## config.mk

```make
export PLATFORM = sky130hd
export DESIGN_NAME = lattice_height_interpolator_unit
export DESIGN_NICKNAME = d
export VERILOG_FILES = /design/src/lhi_pkg.sv /design/src/lattice_height_interpolator_unit.sv /design/src/lhi_lerp_finish.sv
export SDC_FILE = /design/constraint.sdc
export NUM_CORES = 1
export LEC_CHECK = 0
export BUFFER_PORTS_ARGS = -buffer_cell sky130_fd_sc_hd__buf_4
export CORE_MARGIN = 5
export CORE_UTILIZATION = 60
export DETAILED_ROUTE_END_ITERATION = 6
export PLACE_DENSITY = 0.86
export SYNTH_ARGS = -nofsm -noshare
export SYNTH_HDL_FRONTEND = slang
export SYNTH_SLANG_ARGS = --single-unit
```

## constraint.sdc

```tcl
create_clock -name clock -period 8.6 [get_ports clock]
set_input_delay 1.29 -clock clock [delete_from_list [all_inputs] [get_ports clock]]
set_output_delay 1.29 -clock clock [all_outputs]
set_load 0.05 [all_outputs]
```

## src/lhi_pkg.sv

```systemverilog
// Shared types, constants and helper functions of the lattice height interpolator.
// Used by lhi_lerp_finish and lattice_height_interpolator_unit; depends on nothing.
package lhi_pkg;

   localparam int HEIGHT_LEVELS = 8;
   localparam int HEIGHT_MAX_INT = (HEIGHT_LEVELS - 1 > 7) ? 7 : HEIGHT_LEVELS - 1;
   localparam logic [2:0] HEIGHT_MAX = 3'(HEIGHT_MAX_INT);
   localparam logic [4:0] SEP_RESET = 5'd4;

   // One interpolation step, half done: start point, direction and the
   // ceiling-division numerator k*|b-a| + sep - 1.
   typedef struct packed {
      logic [2:0] base;
      logic       down;
      logic [7:0] num;
   } step_type;

   typedef struct packed {
      logic [1:0] red;
      logic [1:0] green;
      logic [1:0] blue;
   } color_type;

   function automatic logic [2:0] clamp_height(input logic [2:0] h);
      return (h > HEIGHT_MAX) ? HEIGHT_MAX : h;
   endfunction

   function automatic step_type make_step(input logic [2:0] a, input logic [2:0] b,
                                          input logic [3:0] k, input logic [4:0] sep_m1);
      step_type   s;
      logic [2:0] diff;
      logic [6:0] prod;
      s.base = a;
      s.down = (a > b);
      diff   = (a > b) ? (a - b) : (b - a);
      prod   = 7'(k) * 7'(diff);
      s.num  = 8'(prod) + 8'(sep_m1);
      return s;
   endfunction

   function automatic color_type palette(input logic [2:0] h);
      color_type c;
      unique case (h)
         3'd0: c = '{2'd0, 2'd1, 2'd3};
         3'd1: c = '{2'd0, 2'd1, 2'd2};
         3'd2: c = '{2'd0, 2'd2, 2'd1};
         3'd3: c = '{2'd0, 2'd1, 2'd0};
         3'd4: c = '{2'd1, 2'd1, 2'd0};
         3'd5: c = '{2'd2, 2'd2, 2'd1};
         3'd6: c = '{2'd2, 2'd2, 2'd2};
         3'd7: c = '{2'd3, 2'd3, 2'd3};
      endcase
      return c;
   endfunction

endpackage

```

## src/lattice_height_interpolator_unit.sv

```systemverilog
// Top level of the lattice height interpolator: four-stage pipeline with
// spacing register. Uses lhi_pkg and lhi_lerp_finish.
//
// Usage: a transaction on req_ carries the four corner heights of a lattice
// cell and the pixel's offsets from its upper-left corner; each one yields
// exactly one transaction on rsp_ with the pixel height and palette color.
// The csr_ port writes the lattice spacing (0 acts as 1); write it only
// while the pipeline is empty.
// The accepting edge loads stage 1 (column numerators); the transaction then
// passes column division, row numerator and row division plus palette;
// rsp_valid rises when it reaches stage 4. Throughput: one transaction per
// cycle while rsp_ready is high; each stage advances when the next frees up.
// Reset empties all stages and sets the spacing to 4.
// When the receiver stalls, the result holds in the last stage and earlier
// stages keep filling bubbles; req_ready drops only once all four stages
// hold a transaction.
module lattice_height_interpolator_unit (
   input  logic       clock,
   input  logic       reset,
   input  logic       csr_wr_en,
   input  logic [4:0] csr_wr_data,
   input  logic       req_valid,
   output logic       req_ready,
   input  logic [2:0] req_top_left_height,
   input  logic [2:0] req_bottom_left_height,
   input  logic [2:0] req_top_right_height,
   input  logic [2:0] req_bottom_right_height,
   input  logic [3:0] req_offset_across,
   input  logic [3:0] req_offset_down,
   output logic       rsp_valid,
   input  logic       rsp_ready,
   output logic [2:0] rsp_height,
   output logic [1:0] rsp_red,
   output logic [1:0] rsp_green,
   output logic [1:0] rsp_blue
);
   import lhi_pkg::*;

   logic [4:0] sep_ff, sep_in;
   logic [4:0] sep_eff, sep_m1;

   logic       v1_ff, v2_ff, v3_ff, v4_ff;
   logic       v1_in, v2_in, v3_in, v4_in;
   logic       adv1, adv2, adv3, adv4;

   step_type   left_ff, right_ff, left_in, right_in;
   logic [3:0] kx1_ff, kx1_in, kx2_ff;
   logic [2:0] left2_ff, right2_ff, left2_in, right2_in;
   step_type   row_ff, row_in;
   logic [2:0] height_ff, height_in;
   color_type  color_ff, color_in;

   logic [3:0] kx_sat, ky_sat;

   // Spacing register
   always_comb begin
      sep_in  = csr_wr_en ? csr_wr_data : sep_ff;
      sep_eff = (sep_ff == 5'd0) ? 5'd1 : sep_ff;
      sep_m1  = sep_eff - 5'd1;
   end

   always_ff @(posedge clock) begin
      if (reset) begin
         sep_ff <= SEP_RESET;
      end else begin
         sep_ff <= sep_in;
      end
   end

   // Stall control: a stage advances when empty or when the next one advances
   always_comb begin
      adv4      = !v4_ff || rsp_ready;
      adv3      = !v3_ff || adv4;
      adv2      = !v2_ff || adv3;
      adv1      = !v1_ff || adv2;
      req_ready = adv1;
      v1_in     = adv1 ? req_valid : v1_ff;
      v2_in     = adv2 ? v1_ff : v2_ff;
      v3_in     = adv3 ? v2_ff : v3_ff;
      v4_in     = adv4 ? v3_ff : v4_ff;
   end

   always_ff @(posedge clock) begin
      if (reset) begin
         v1_ff <= 1'b0;
         v2_ff <= 1'b0;
         v3_ff <= 1'b0;
         v4_ff <= 1'b0;
      end else begin
         v1_ff <= v1_in;
         v2_ff <= v2_in;
         v3_ff <= v3_in;
         v4_ff <= v4_in;
      end
   end

   // Stage 1: clamp, saturate offsets, build column numerators
   always_comb begin
      kx_sat   = ({1'b0, req_offset_across} >= sep_eff) ? 4'(sep_m1) : req_offset_across;
      ky_sat   = ({1'b0, req_offset_down} >= sep_eff) ? 4'(sep_m1) : req_offset_down;
      left_in  = make_step(clamp_height(req_top_left_height),
                           clamp_height(req_bottom_left_height), ky_sat, sep_m1);
      right_in = make_step(clamp_height(req_top_right_height),
                           clamp_height(req_bottom_right_height), ky_sat, sep_m1);
      kx1_in   = kx_sat;
   end

   always_ff @(posedge clock) begin
      if (adv1) begin
         left_ff  <= left_in;
         right_ff <= right_in;
         kx1_ff   <= kx1_in;
      end
   end

   // Stage 2: column divisions
   lhi_lerp_finish u_left_div (
      .step_in (left_ff),
      .sep     (sep_eff),
      .result  (left2_in)
   );

   lhi_lerp_finish u_right_div (
      .step_in (right_ff),
      .sep     (sep_eff),
      .result  (right2_in)
   );

   always_ff @(posedge clock) begin
      if (adv2) begin
         left2_ff  <= left2_in;
         right2_ff <= right2_in;
         kx2_ff    <= kx1_ff;
      end
   end

   // Stage 3: row numerator
   assign row_in = make_step(left2_ff, right2_ff, kx2_ff, sep_m1);

   always_ff @(posedge clock) begin
      if (adv3) begin
         row_ff <= row_in;
      end
   end

   // Stage 4: row division and palette lookup
   lhi_lerp_finish u_row_div (
      .step_in (row_ff),
      .sep     (sep_eff),
      .result  (height_in)
   );

   assign color_in = palette(height_in);

   always_ff @(posedge clock) begin
      if (adv4) begin
         height_ff <= height_in;
         color_ff  <= color_in;
      end
   end

   assign rsp_valid  = v4_ff;
   assign rsp_height = height_ff;
   assign rsp_red    = color_ff.red;
   assign rsp_green  = color_ff.green;
   assign rsp_blue   = color_ff.blue;

   // Backpressure reaches the input only when every stage is full
   a_ready_full: assert property (@(posedge clock) disable iff (reset)
      !req_ready |-> (v1_ff && v2_ff && v3_ff && v4_ff))
      else $error("req_ready low with a bubble in the pipeline");

   a_out_from_stage3: assert property (@(posedge clock) disable iff (reset)
      $rose(v4_ff) |-> $past(v3_ff))
      else $error("result appeared without a transaction in stage 3");

   a_color_matches: assert property (@(posedge clock) disable iff (reset)
      rsp_valid |-> (color_ff == palette(height_ff)))
      else $error("palette color does not match height");

endmodule

```

## src/lhi_lerp_finish.sv

```systemverilog
// Second half of one interpolation step: three-bit restoring ceiling division
// by the spacing, then step from the base toward the far point. Uses lhi_pkg.
module lhi_lerp_finish (
   input  lhi_pkg::step_type step_in,
   input  logic [4:0]        sep,
   output logic [2:0]        result
);
   import lhi_pkg::*;

   logic [7:0] div4, div2, div1;
   logic [7:0] rem2, rem1;
   logic [2:0] quot;

   // Quotient never exceeds |b-a| since k < sep, so three bits suffice.
   always_comb begin
      div4    = {1'b0, sep, 2'b00};
      div2    = {2'b00, sep, 1'b0};
      div1    = {3'b000, sep};
      quot[2] = (step_in.num >= div4);
      rem2    = quot[2] ? (step_in.num - div4) : step_in.num;
      quot[1] = (rem2 >= div2);
      rem1    = quot[1] ? (rem2 - div2) : rem2;
      quot[0] = (rem1 >= div1);
      result  = step_in.down ? (step_in.base - quot) : (step_in.base + quot);
   end

endmodule
```

# Word level (Yosys, flattened, before mapping)
# Memory sizes are Yosys's and may differ from the RTL's. A register that Yosys moved wholly into a read port is not among the register bits.
# Cells that the tools add are included.
[op_classes]
n_addsub = 22
n_mul = 3
n_lt_le_gt_ge = 18
n_mux = 19
reduce_logical = 9
[op_table]
columns = ["operator", "n"]
rows = [
  ["8-bit 2-to-1 mux", 6],
  ["3-bit 2-to-1 mux", 10],
  ["3-bit subtractor", 9],
  ["7-bit by 5-bit adder with 8-bit output", 3],
  ["8-bit by 5-bit >= comparator with 1-bit output", 3],
  ["8-bit by 6-bit >= comparator with 1-bit output", 3],
  ["8-bit by 7-bit >= comparator with 1-bit output", 3],
  ["8-bit by 6-bit subtractor with 8-bit output", 3],
  ["8-bit by 7-bit subtractor with 8-bit output", 3],
  ["4-bit by 3-bit multiplier with 7-bit output", 3],
  ["3-bit > comparator (second input constant)", 4],
  ["4-bit by 5-bit >= comparator with 1-bit output", 2],
  ["3-bit adder", 3],
  ["3-bit > comparator", 3],
  ["4-bit 2-to-1 mux", 2],
  ["5-bit logical NOT", 1],
  ["5-bit 2-to-1 mux", 1],
  ["5-bit by 1-bit subtractor with 5-bit output (second input constant)", 1],
  ["1-bit logical NOT", 4],
  ["1-bit logical OR", 4],
]
[totals]
reg_bits = 62
rom_bits = 48
in_bits = 30
wordCells = 91
n_memories = 1
[memory_table]
columns = ["name", "depth", "word_bits", "read_ports", "rd_clocked_by_memory_dff", "wr", "line", "text"]
rows = [
  ["(name not given)", 8, 6, 1, 1, 0, "lhi_pkg.sv:43", "unique case (h)"],
]

# Logic depth before layout (Yosys ltp)
[logic_depth]
word_depth = 9
depth_mapped = 34
mapped_depth_nobuf = 34

# Hierarchy
# From an unflattened synthesis, not the netlist that was laid out.
[hier_totals]
hier_cells = 718
area_unflattened_um2 = 7066.8
[modules_own_cells]
columns = ["module", "n_inst", "cells_each", "area_each_um2", "seq_area_each_um2"]
rows = [
  ["lattice_height_interpolator_unit", 1, 406, 4616.9, 1951.9],
  ["lhi_lerp_finish at u_left_div ...", 2, 105, 823.3, 0.0],
  ["lhi_lerp_finish at u_row_div", 1, 102, 803.3, 0.0],
]

# Worst setup path before layout
# No wires, ideal clock.
[synth_path]
path_kind = "reg-to-reg"
start = "register sep_ff[1]"
end = "register, netlist name rsp_green[0]"
setup_ns = 0.259
arrival_ns = 7.240
t_required_ns = 8.341
path_slack_ns = 1.102
path_stages_with_launch = 34
period_less_slack_ns = 7.498
cell_sequence = "dfxtp_1 -> inv_1 -> a41oi_1 -> inv_1 -> ha_1 -> inv_1 -> fa_1 -> a211oi_1 -> nor2_1 -> nor4_4 -> nor2_1 -> a21oi_1 -> inv_1 -> ha_1 -> nor2b_1 -> o21ai_0 -> nand3b_1 -> a221o_1 -> nor3_4 -> mux2_2 -> ha_1 -> a21oi_1 -> o21a_1 -> nor3b_1 -> a32o_1 -> ha_1 -> nor2_1 -> a21oi_1 -> fa_1 -> xor2_1 -> xnor2_1 -> xnor2_1 -> nor2_1 -> o21bai_1"
[synth_via]
elab_chain_len = 9
word_cells_on_any_way = 12
classes_between = "add/sub: 4; order compare: 3; mux: 4; reduce/logical: 1"
[synth_lines]
columns = ["item", "line", "text"]
rows = [
  ["from (decl)", "lattice_height_interpolator_unit.sv:39", "logic [4:0] sep_ff, sep_in;"],
  ["from (signal assigned)", "lattice_height_interpolator_unit.sv:66", "sep_ff <= sep_in;"],
  ["5-bit logical NOT", "lattice_height_interpolator_unit.sv:58", "sep_eff = (sep_ff == 5'd0) ? 5'd1 : sep_ff;"],
  ["5-bit 2-to-1 mux (*)", "lattice_height_interpolator_unit.sv:58", ""],
  ["8-bit by 7-bit subtractor with 8-bit output / 8-bit by 7-bit >= comparator with 1-bit output (equally long branches)", "lhi_lerp_finish.sv:20, lhi_lerp_finish.sv:19", ""],
  ["8-bit 2-to-1 mux", "lhi_lerp_finish.sv:20", "rem2 = quot[2] ? (step_in.num - div4) : step_in.num;"],
  ["8-bit by 6-bit subtractor with 8-bit output / 8-bit by 6-bit >= comparator with 1-bit output (equally long branches)", "lhi_lerp_finish.sv:22, lhi_lerp_finish.sv:21", ""],
  ["8-bit 2-to-1 mux", "lhi_lerp_finish.sv:22", "rem1 = quot[1] ? (rem2 - div2) : rem2;"],
  ["8-bit by 5-bit >= comparator with 1-bit output", "lhi_lerp_finish.sv:23", "quot[0] = (rem1 >= div1);"],
  ["3-bit adder / 3-bit subtractor (equally long branches)", "lhi_lerp_finish.sv:24", "result = step_in.down ? (step_in.base - quot) : (step_in.base + quot);"],
  ["3-bit 2-to-1 mux (*)", "lhi_lerp_finish.sv:24", ""],
]
# Every way passes the cells marked *; elsewhere a longest branch is shown, timed or not.
# A chain may end at the register's enable or synchronous reset.

# Final worst setup path
[layout_path]
start = "register sep_ff[3]"
end = "register, netlist name rsp_green[0]"
[layout_via]
elab_chain_len = 9
word_cells_on_any_way = 12
classes_between = "add/sub: 4; order compare: 3; mux: 4; reduce/logical: 1"
[layout_lines]
columns = ["item", "line"]
rows = [
  ["5-bit logical NOT", "lattice_height_interpolator_unit.sv:58"],
  ["5-bit 2-to-1 mux (*)", "lattice_height_interpolator_unit.sv:58"],
  ["8-bit by 7-bit subtractor with 8-bit output / 8-bit by 7-bit >= comparator with 1-bit output (equally long branches)", "lhi_lerp_finish.sv:20, lhi_lerp_finish.sv:19"],
  ["8-bit 2-to-1 mux", "lhi_lerp_finish.sv:20"],
  ["8-bit by 6-bit subtractor with 8-bit output / 8-bit by 6-bit >= comparator with 1-bit output (equally long branches)", "lhi_lerp_finish.sv:22, lhi_lerp_finish.sv:21"],
  ["8-bit 2-to-1 mux", "lhi_lerp_finish.sv:22"],
  ["8-bit by 5-bit >= comparator with 1-bit output", "lhi_lerp_finish.sv:23"],
  ["3-bit adder / 3-bit subtractor (equally long branches)", "lhi_lerp_finish.sv:24"],
  ["3-bit 2-to-1 mux (*)", "lhi_lerp_finish.sv:24"],
]
# Marked as above.

==> impl_metrics.yaml <==
timing:
  hold_slack_ns: 0.4216
  fmax_mhz: 127.0
  timing_hold_violations_final: 0
  finalSetupViolCount: 0
  finalClockSkew_ns: 0.007877
  minimum_clock_period_after_layout_ns: 7.871
  timing.setup.tns_ns: 0
  tightestPinTransition_ns: 0.6918
  fin_ws_ns: 0.7290
  post-route-period-util: 0.9152
  worst_slew_margin_rel: 0.5340
  slew_viol_final: 0
  grt_setup_unrepaired: "no"
synth:
  postSynth.asyncResetShare: 0
  primary_flip_flop_cell_chosen_by_synthesis_mapping: "sky130_fd_sc_hd__edfxtp_1"
  synth-seq-cells: 68
  syn_avg_cell_area_um2: 10.24
  ys_types: 68
  synth_enable_flop_cells: 59
  yosysWarnings: 0
  mappedNetlistArea_um2: 6859
  yosysTopAreaCellShare: 0.2583
  synth_area_leader_cell: "sky130_fd_sc_hd__edfxtp_1"
  synth.yosys.seq_area_share: 0.2846
  synth.net_count: 838
  synth_cells: 670
  netlist_top_cells_area: "sky130_fd_sc_hd__edfxtp_1 26%, sky130_fd_sc_hd__ha_1 19%, sky130_fd_sc_hd__fa_1 9.6%"
status:
  outcome: "finished clean"
drt:
  vias_per_cell: 6.016
  number_of_vias_after_detailed_routing: 5180
  detail_route.wl_per_cell_um: 18.19
  met2WireLength_um: 7830
  dr.max_layer_used: "met4"
  drt_wl_total_um: 15660
  drt_iter0_markers: 337
  first_pass_iters: 5
  post-route-drc-count: 0
  met3RoutedLength_um: 868
  m1WireLength_um: 6310
  ant_nets: 0
critical_path:
  timing.critical_path.arrival_ns: 7.97
  worst-r2r-cell-count: 33
  slowest_stage: "sky130_fd_sc_hd__nor4_4"
  critPathMaxStageDelay_ns: 0.46
  r2r_setup_slack_ns: 0.73
  worst_ep_required_time_ns: 8.70
  critPathTopFamily: "compound AO/OA/AOI/OAI gates"
  worstSetupEndpointType: "flop"
  timing.rr.start: "sep_ff[3]"
  buffering_stage_count_on_the_worst_path_with_inverters_included: 4
  cp-start-kind: "flop"
  critical_path.max_fanout: 8
  setup.worst_path.class: "flop to flop"
  r2r_end: "rsp_green[0]"
floorplan:
  rows: 39
  floorplan.die.height_um: 116.9
  fp.dieArea_um2: 13670
  starting_density: 0.6059
  num_io_pins: 41
  core-area_um2: 11320
  fp.dieW_um: 116.9
global_routing:
  initial_antenna_violation_count: 0
  maximum_number_of_pins_on_one_net_before_global_route_repair: 30
  grt-ovfl-total: 0
  first_global_vias: 5483
  first_pass_grt_wire_length_um: 26170
  grt_util_all_layers: 0.2459
cts:
  hold_buffer_count_at_cts: 0
  worst_skew_pair.late_latency_ns: 0.34
  cts_root_buf: "sky130_fd_sc_hd__clkbuf_16"
  cts.sinks: 68
  tritoncts: "done"
  cts_buffers: 9
  ctsLongestPathBuffers: 2
  postCtsSetupBuffers: 0
  clk_pin_slew_ns: 0.06
  htreeDepth: 3
job:
  drv.max_cap_violation_count: 0
hold_path:
  min_path_cells: 0
  holdCritStartpoint: "kx1_ff[1]"
  timing.hold.worst_endpoint: "kx2_ff[1]"
  timing.hold.worst.class: "flop to flop"
placed_design:
  dp_cells: 845
  post-dp-hpwl_um: 12520
  placement.io_buffers: 40
  finalWeightedCongestion: 0.9650
  dpl_worst_slack_ns: 0.7477
cells_and_area:
  finalNonFillerCells: 861
  filler_cell_count: 795
  antenna-diode-count: 0
  layout.nets: 881
  flow.area_growth_from_synthesis_pct: 11.44
  layout-drive-gt1-share: 0.1393
==> synthesized netlist by cell type (all sizes together), types with 3 or more instances <==
master / number
edfxtp: 59
mux2: 17
ha: 105
a2111oi: 3
clkbuf: 13
a31oi: 3
xnor2: 28
nand4: 5
nand2: 20
o21ai: 24
nor4: 5
nor2: 40
nand3b: 5
a32oi: 5
and2: 6
o21a: 10
mux2i: 18
inv: 100
dfxtp: 9
nand3: 13
nor3: 4
o21bai: 5
a21oi: 40
nor2b: 15
and3: 5
xor2: 14
a21o: 25
fa: 33
nand2b: 8
==> through the flow <==
| stage | util | cell area (um^2) |
|---|---|---|
| floorplan | - | 6859 |
| global placement | 0.6472 | 7327 |
| detailed placement | 0.6472 | 7327 |
| CTS | 0.6745 | 7636 |
| global route | 0.6752 | 7644 |
| finish | 0.6752 | 7644 |
==> metal layers <==
metal  vias to the layer above  GRT usage
met5                         -          0
met4                         0     0.1300
met3                        53    0.03136
met2                       211     0.4297
met1                      2469     0.2956
li1                       2447          -
==> placed cells by master, fill, tap and decap left out, types with 8 or more instances in the layout <==
master,netlist,routed
sky130_fd_sc_hd__inv_1,99,99
sky130_fd_sc_hd__a21o_1,24,24
sky130_fd_sc_hd__nand2b_1,8,8
sky130_fd_sc_hd__mux2_2,15,15
sky130_fd_sc_hd__xnor2_1,28,27
sky130_fd_sc_hd__xor2_1,14,14
sky130_fd_sc_hd__nand2_1,20,20
sky130_fd_sc_hd__nor2_1,39,39
sky130_fd_sc_hd__o21a_1,10,10
sky130_fd_sc_hd__clkbuf_16,0,9
sky130_fd_sc_hd__nand3_1,13,13
sky130_fd_sc_hd__mux2i_1,18,18
sky130_fd_sc_hd__nor2b_1,15,15
sky130_fd_sc_hd__o21ai_0,24,24
sky130_fd_sc_hd__fa_1,33,33
sky130_fd_sc_hd__dfxtp_1,9,9
sky130_fd_sc_hd__edfxtp_1,59,59
sky130_fd_sc_hd__buf_4,0,45
sky130_fd_sc_hd__a21oi_1,40,40
sky130_fd_sc_hd__ha_1,105,105
==> registers in the layout (all words and copies together), names as in the netlist, 4 cells and up <==
signal	cells
kx2_ff	4
left_ff	12
sep_ff	5
right_ff	12
row_ff	12
kx1_ff	4
==> what timing repair did <==
action                                  4_1_cts  5_1_grt
hold endpoints to repair                      0        0
gates resized for setup                       0        1
endpoints found under the setup margin        0        1
==> area by class of cell <==
type	instances	area, um^2	area share
multi-input cells	489	4491	0.5875
flip-flops and latches	68	1952	0.2554
inverters	100	375.4	0.04911
repair buffers	45	337.8	0.04420
clock buffers	9	225.2	0.02946
well taps	143	178.9	0.02341
clock inverters	7	83.83	0.01097
==> kinds of logic (layout without fill, tap and decap cells) <==
family	after synthesis	in the layout	share of synthesized area
compound gates	136	136	0.1354
buf+inv	113	161	0.06184
fa+ha+maj	138	138	0.2879
flops	68	68	0.2846
simple gates	138	138	0.1215
mux	35	35	0.05527
xor+xnor	42	42	0.05363
==> worst max-delay path by stage <==
stage	startpoint	slack [ns]	end	depth (start not counted)
after floorplan	sep_ff[1]	1.10	rsp_green[0]	33
after global placement	sep_ff[3]	1.24	rsp_green[0]	33
after detailed placement	sep_ff[4]	0.75	rsp_green[0]	33
after CTS	sep_ff[3]	0.68	rsp_green[0]	33
after global routing	sep_ff[4]	0.08	rsp_green[0]	34
final	sep_ff[3]	0.73	rsp_green[0]	33
Power is not shown: default switching activity piles up to over one toggle a cycle in this logic, so the estimate is an artifact.
